[src/hw/rtl/chacha20_keystream_block_macros.svh]
// Assertion helpers used by the keystream block RTL.
`ifndef CHACHA20_KEYSTREAM_BLOCK_MACROS_SVH
`define CHACHA20_KEYSTREAM_BLOCK_MACROS_SVH

// Same-cycle implication, off while reset is high.
`define CC20KS_ASSERT_IMPL(name, clk, rst, ante, cons) \
  name: assert property (@(posedge clk) disable iff (rst) (ante) |-> (cons)) \
    else $error("cc20ks assertion failed (same cycle)");

// Next-cycle implication, off while reset is high.
`define CC20KS_ASSERT_NEXT(name, clk, rst, ante, cons) \
  name: assert property (@(posedge clk) disable iff (rst) (ante) |=> (cons)) \
    else $error("cc20ks assertion failed (next cycle)");

`endif

[src/hw/rtl/cc20ks_pkg.sv]
package cc20ks_pkg;

  localparam int WORD_W  = 32;
  localparam int NWORDS  = 16;
  localparam int ADDR_W  = 6;
  localparam int DATA_W  = 64;

  typedef logic [WORD_W-1:0] word_t;
  typedef logic [NWORDS-1:0][WORD_W-1:0] blk_t;

  // one slot of the round chain
  typedef struct packed {
    logic  vld;
    word_t ctr;
    blk_t  w;
  } cell_t;

  localparam word_t SIGMA0 = 32'h6170_7865;
  localparam word_t SIGMA1 = 32'h3320_646e;
  localparam word_t SIGMA2 = 32'h7962_2d32;
  localparam word_t SIGMA3 = 32'h6b20_6574;

  localparam logic [2:0] PH_LAST   = 3'd7;
  localparam logic [2:0] LAST_PAIR = 3'd7;
  localparam int         CTR_WORD  = 12;

  typedef enum logic [2:0] {
    REG_KEY0     = 3'd0,
    REG_KEY1     = 3'd1,
    REG_KEY2     = 3'd2,
    REG_KEY3     = 3'd3,
    REG_NONCE_LO = 3'd4,
    REG_NONCE_HI = 3'd5
  } reg_idx_t;

  function automatic word_t rotl(word_t v, int unsigned n);
    return (v << n) | (v >> (WORD_W - n));
  endfunction

  // One add/xor/rotate step of the quarter round, applied to all four lanes.
  // ph[2] picks column (0) or diagonal (1) lanes, ph[1:0] the step.
  function automatic blk_t qr_step(blk_t w, logic [2:0] ph);
    blk_t       r;
    logic [3:0] ia;
    logic [3:0] ib;
    logic [3:0] ic;
    logic [3:0] id;
    r = w;
    for (int l = 0; l < 4; l++) begin
      ia = {2'b00, 2'(l)};
      ib = {2'b01, ph[2] ? 2'(l + 1) : 2'(l)};
      ic = {2'b10, ph[2] ? 2'(l + 2) : 2'(l)};
      id = {2'b11, ph[2] ? 2'(l + 3) : 2'(l)};
      case (ph[1:0])
        2'd0: begin
          r[ia] = r[ia] + r[ib];
          r[id] = rotl(r[id] ^ r[ia], 16);
        end
        2'd1: begin
          r[ic] = r[ic] + r[id];
          r[ib] = rotl(r[ib] ^ r[ic], 12);
        end
        2'd2: begin
          r[ia] = r[ia] + r[ib];
          r[id] = rotl(r[id] ^ r[ia], 8);
        end
        2'd3: begin
          r[ic] = r[ic] + r[id];
          r[ib] = rotl(r[ib] ^ r[ic], 7);
        end
        default: ;
      endcase
    end
    return r;
  endfunction

endpackage

[src/hw/rtl/cc20ks_out_if.sv]
interface cc20ks_out_if;
  import cc20ks_pkg::*;

  logic                valid;
  logic                ready;
  logic [DATA_W-1:0]   keystream_pair;
  logic [2:0]          pair_index;
  logic                last_pair;

  modport source (output valid, output keystream_pair, output pair_index,
                  output last_pair, input ready);
  modport sink (input valid, input keystream_pair, input pair_index,
                input last_pair, output ready);
endinterface

[src/hw/rtl/cc20ks_obuf.sv]
// Final feed-forward add and 8-beat serializer.
module cc20ks_obuf (
  input  logic              clk,
  input  logic              rst,
  input  logic              load,
  input  cc20ks_pkg::cell_t fin,
  input  cc20ks_pkg::blk_t  init,
  output logic              free,
  cc20ks_out_if.source      ks
);
  import cc20ks_pkg::*;

  blk_t       data;
  blk_t       base;
  logic       full;
  logic [2:0] idx;
  logic       beat;
  logic       done;

  always_comb begin
    base           = init;
    base[CTR_WORD] = fin.ctr;
  end

  assign beat = full && ks.ready;
  assign done = beat && (idx == LAST_PAIR);
  assign free = !full || done;

  always_ff @(posedge clk) begin
    if (rst) begin
      full <= 1'b0;
      idx  <= '0;
    end else if (load) begin
      full <= 1'b1;
      idx  <= '0;
    end else if (beat) begin
      full <= !done;
      idx  <= idx + 3'd1;
    end
  end

  always_ff @(posedge clk) begin
    if (load) begin
      for (int i = 0; i < NWORDS; i++) begin
        data[i] <= fin.w[i] + base[i];
      end
    end
  end

  assign ks.valid          = full;
  assign ks.keystream_pair = {data[{idx, 1'b1}], data[{idx, 1'b0}]};
  assign ks.pair_index     = idx;
  assign ks.last_pair      = (idx == LAST_PAIR);
endmodule

[src/flat_wrapper.sv]
// flat-port wrapper written by rule: the top's interface ports become plain ports
module cc20ks_obuf_flat import cc20ks_pkg::*;
  (clk, rst, load, fin, init, free, ks_valid, ks_keystream_pair, ks_pair_index, ks_last_pair, ks_ready);
  cc20ks_out_if ks_i ();
  input  logic clk;
  input  logic rst;
  input  logic load;
  input  cc20ks_pkg::cell_t fin;
  input  cc20ks_pkg::blk_t init;
  output logic free;
  output wire logic [$bits(ks_i.valid)-1:0] ks_valid;
  output wire logic [$bits(ks_i.keystream_pair)-1:0] ks_keystream_pair;
  output wire logic [$bits(ks_i.pair_index)-1:0] ks_pair_index;
  output wire logic [$bits(ks_i.last_pair)-1:0] ks_last_pair;
  input wire logic [$bits(ks_i.ready)-1:0] ks_ready;
  assign ks_valid = ks_i.valid;
  assign ks_keystream_pair = ks_i.keystream_pair;
  assign ks_pair_index = ks_i.pair_index;
  assign ks_last_pair = ks_i.last_pair;
  assign ks_i.ready = ks_ready;
  cc20ks_obuf u_core (.clk(clk), .rst(rst), .load(load), .fin(fin), .init(init), .free(free), .ks(ks_i));
endmodule
[config.mk]
export PLATFORM = sky130hd
export DESIGN_NAME = cc20ks_obuf_flat
export DESIGN_NICKNAME = d
export VERILOG_FILES = /design/src/hw/rtl/chacha20_keystream_block_macros.svh /design/src/hw/rtl/cc20ks_pkg.sv /design/src/hw/rtl/cc20ks_out_if.sv /design/src/hw/rtl/cc20ks_obuf.sv /design/src/flat_wrapper.sv
export SDC_FILE = /design/constraint.sdc
export NUM_CORES = 2
export LEC_CHECK = 0
export ABC_CLOCK_PERIOD_IN_PS = 9400
export BUFFER_PORTS_ARGS = -buffer_cell sky130_fd_sc_hd__clkbuf_2
export CORE_AREA = 5 5 437 439
export DETAILED_ROUTE_END_ITERATION = 7
export DIE_AREA = 0 0 442 444
export PLACE_DENSITY = 0.39
export SETUP_SLACK_MARGIN = 0.1
export SYNTH_ARGS = -nofsm -noshare
export SYNTH_HDL_FRONTEND = slang
export SYNTH_SLANG_ARGS = --single-unit
export TNS_END_PERCENT = 1
[constraint.sdc]
create_clock -name clk -period 9.4 [get_ports clk]
set_input_delay 0.47 -clock clk [delete_from_list [all_inputs] [get_ports clk]]
set_output_delay 0.47 -clock clk [all_outputs]
set_load 0.02 [all_outputs]
; Word-level counts from Yosys, hierarchy flattened
; Index checks and enable logic that the tools add are counted.
[classes]
addsub = 17
order_cmp = 2
eq_ne = 1
n_mux = 6
n_reduce_logical = 7
[op_table]
columns = op, count
row1 = $add 32x32->32, 16
row2 = $bmux 32 s3, 2
row3 = $mux 32, 2
row4 = $lt 4x5->1 const B, 2
row5 = $add 3x1->3 const B, 1
row6 = $eq 3x3->1 const B, 1
row7 = $logic_and 1x1->1, 2
row8 = $logic_not 1->1, 2
row9 = $mux 1, 2
row10 = $reduce_bool 2->1, 1
row11 = $reduce_or 2->1, 1
row12 = $logic_or 1x1->1, 1
[word_totals]
ff_bits = 516
wordCells = 51

; Depth between registers and ports, before layout
[depth]
depth_word = 5
mapped_depth = 12
depth_no_buf = 12

; Worst setup path before layout
; No wires, ideal clock.
[synth_path]
path_kind = in2reg
start = input port init[64] (netlist bit)
end = register u_core.data[94] (netlist bit) (data pin)
arrival_ps = 3221
required_time_ps = 9138
slack_ps = 5917
path_stages = 12
cell_sequence = ha_1 fa_1 a211o_1 a2111oi_0 o31ai_1 a21bo_2 a31oi_1 nand3_1 a31o_2 a21oi_1 o21ai_1 xor2_1
[synth_between]
elab_chain_cells = 1
[synth_rtl]
columns = item, line_no
row1 = "start, declared", flat_wrapper.sv:9  ; input cc20ks_pkg::blk_t init;
row2 = $add 32x32->32, cc20ks_obuf.sv:45  ; data[i] <= fin.w[i] + base[i];
row3 = "end signal, assigned by index", cc20ks_obuf.sv:45
row4 = "end, declared", cc20ks_obuf.sv:13  ; blk_t data;
; Every way passes these cells.
; A chain may end at the register's enable or synchronous reset.

; Worst setup path after layout
[layout_path]
start = register u_core.idx[1] (netlist: u_core.ks.pair_index[1])
end = output port ks_keystream_pair[33]
[layout_between]
elab_chain_cells = 2
[layout_rtl]
columns = item, line_no
row1 = "start, declared", cc20ks_obuf.sv:16  ; logic [2:0] idx;
row2 = "start signal, assigned", cc20ks_obuf.sv:38  ; idx <= idx + 3'd1;
row3 = $bmux 32 s3, cc20ks_obuf.sv:51  ; assign ks.keystream_pair = {data[{idx, 1'b1}], data[{idx, 1'b0}]};
row4 = $mux 32 (implied by the code), cc20ks_obuf.sv:51
row5 = "end, declared", flat_wrapper.sv:12  ; output wire logic [$bits(ks_i.keystream_pair)-1:0] ks_keystream_pair;
; Every way passes these cells. The select of a mux whose other input is x is not followed.

==> metrics.cfg <==
[die]
pin_count=1131
rows=159
coreArea_sq_um=186800
dieHeight_um=444
initial_utilization=0.2270
die_area_sq_um=196200
fp.dieW_um=442

[grt]
grt_overflow=0
grt_pass1_wl_mm=274.5
grt_pass1_vias=38440
antenna_found_initial=77
grt_usage=0.1916
grt_max_degree=144

[place]
hpwl_mm=168.2
portBuffers=1097
post-place-ws_ns=4.822
gp_congestion=0.9485

[clock_tree]
worst_skew_pair.late_latency_ns=0.65
cts_setup_buffers=0
clockRootBuffer=clkbuf_16
cts_max_level=3
cts_tree=done
numCtsBuffers=72
clk_path_buf_depth=3
clk_pin_slew_ns=0.06
cts.sinks=516

[run_status]
run_status=finished clean

[sta]
hold_ws_ns=0.1072
fin_skew_ns=0.003931
finalSetupTns_ns=0
fin_crit_sh=0.4409
finalHoldViolCount=0
setup_ws_ns=5.255
period_minus_slack_ns=4.145
slew_viol_final=0
setup_viol=0
rsz0062_at_grt=false
tightest_slew_ns=1.084
slew_headroom=0.2774
max_clock_freq_ghz=0.2413

[worst_setup_path]
r2r_start=u_core.ks.pair_index[1]
critPathKind=reg2out
start_kind=flop
critical_path.max_fanout=34
cp_data_required_time_ns=8.93
cp-end-kind=output pin
cp-startpoint=u_core.ks.pair_index[1]
rr_endpoint=u_core.ks.pair_index[2]
rrSetupSlack_ns=7.14
cp-endpoint=ks_keystream_pair[33]
reg2reg_depth=5
critPathArrivalTime_ns=3.67

[cells_and_area]
drive_gt1_frac=0.2809
utilization=0.2859
syn2layout_area_growth_pct=25.95
layout_commonest_cell=clkbuf_2
layout_common_cells=clkbuf_2 (1096), edfxtp_1 (512), ha_1 (498)
fillCellCount=19766
final_nets=6661

[yosys]
synth_adder_area_share=0.1545
syn_nets=5532
synth_top_family_by_area=compound AO/OA/AOI/OAI gates
synth_compound_area_frac=0.1883
synth_seq_cells=516
netlist_area_sq_um=42410
synth-xor-area-share=0.09604
synth-edff-count=512
muxShareOfSynthArea=0.08568
yosysWarningCount=0
synth_ff_type=edfxtp_1
synth_seq_area_share=0.3645
synthSimpleGateAreaFrac=0.09545
syn_avg_cell_area_sq_um=10.72
synth-async-reset-ratio=0
ys_types=76
syn_inst=3957

[drt]
vias=36702
via_per_inst=4.783
drt_iter0_drc=1876
wire_per_inst_um=25.62
wl_mm=196.6
drtPass1Iterations=5
postRouteAntennaNets=0
drc=0

[power_and_ir_drop]
powerDensity_nw_per_um2=161.6
power_mw=8.631
ir_drop_v=0.0001042
p_leak_nw=22.85

[run]
max_cap_viol_count=0

[hold_path]
hold_class=in2reg

-- repair_timing --
item / in CTS / in global routing
setup endpoints to repair: 0 / 0
endpoints found under the hold margin: 4 / 0
gates resized for setup: 0 / 0
hold buffers: 1 / 0
-- critical path, stage by stage, from the launching register on --
cell	delay, ns
dfxtp_4	0.71
buf_4	0.59
buf_4	0.59
mux4_2	0.48
mux2_2	0.33
clkbuf_2	0.16
-- stage by stage --
step | std cells | instance area [sq um]
2_1_floorplan | 3957 | 42410
3_3_place_gp | 7506 | 50990
3_5_place_dp | 7506 | 50990
4_1_cts | 7635 | 53310
5_1_grt | 7654 | 53360
6_report | 7674 | 53410
-- logic make-up (layout without fill, tap and decap cells) --
family	Yosys count	after routing
buffers and inverters	176	1359
muxes	195	195
adders and majority gates	514	514
and+or+nand+nor	836	836
DFF	516	516
AOI/OAI and AO/OA	1255	1255
other	0	39
xor gates and xnor gates	465	465
-- cell type report --
| cell class | instances | area, sq um | share of cell area |
|---|---|---|---|
| clock inverter | 42 | 439.2 | 0.008223 |
| sequential | 516 | 15470 | 0.2896 |
| antenna | 39 | 97.59 | 0.001827 |
| inverter | 111 | 416.7 | 0.007801 |
| tap | 2495 | 3122 | 0.05845 |
| clock buffer | 86 | 1876 | 0.03512 |
| timing repair buffer | 1120 | 5700 | 0.1067 |
| multi-input combinational | 3265 | 26290 | 0.4923 |
-- layer usage --
layer / vias to the layer above / wire (um) / track usage
li1: 17597 / - / -
met1: 17800 / 73600 / 0.2043
met2: 1032 / 107800 / 0.3760
met3: 241 / 9245 / 0.03742
met4: 32 / 5730 / 0.05916
met5: - / 217 / 0
-- where the power goes --
part | internal [mW] | total [mW] | switching, mW | leakage (nW)
sequential | 3.04 | 3.18 | 0.141 | 5.05
combinational | 1.14 | 2.68 | 1.54 | 16.7
clock | 1.62 | 2.76 | 1.14 | 1.12
total | 5.80 | 8.63 | 2.83 | 22.9
-- synth_stat cells (15+ instances only) --
library cell  number  share of area
nand2_1          203          0.018
o21ai_0          154          0.018
a31oi_1           59         0.0087
ha_1             498           0.15
buf_1             20         0.0018
a21o_1           233          0.041
o2111ai_1         15         0.0031
edfxtp_1         512           0.36
nand3_1           75         0.0089
fa_1              16         0.0076
a211oi_1          39         0.0069
o211ai_1          30         0.0053
a221oi_1          17         0.0035
a21oi_1          412          0.049
nor2b_1           60         0.0089
a221o_1           16         0.0038
nor3_1            62         0.0073
o21bai_1          58          0.010
and3_1            44         0.0065
mux4_2           128          0.068
inv_1            110         0.0097
xor2_1           130          0.027
nand2b_1          45         0.0066
nor2_1           225          0.020
nand4_1           37         0.0055
mux2_2            64          0.017
o21ai_1           62         0.0073
and2_1            28         0.0041
xnor2_1          335          0.069
clkbuf_1          45         0.0040
o21a_1            42         0.0074
-- worst min path at each step --
stage	from	endpoint	slack (ns)	cells past startpoint
6_report	fin[128]	u_core.data[128]	0.11	2
5_1_grt	fin[288]	u_core.data[288]	0.06	2
4_1_cts	fin[192]	u_core.data[192]	0.01	2
3_5_place_dp	u_core.ks.valid	u_core.ks.valid	0.53	2
3_3_place_gp	u_core.ks.valid	u_core.ks.valid	0.53	2
2_1_floorplan	rst	u_core.ks.valid	0.54	1
-- sequential cells by signal, summed over array words and instances, names as in the netlist --
register	count
u_core.data	512
u_core.ks.pair_index	3
u_core.ks.valid	1
No activity file was read; power rests on OpenSTA's default activity.
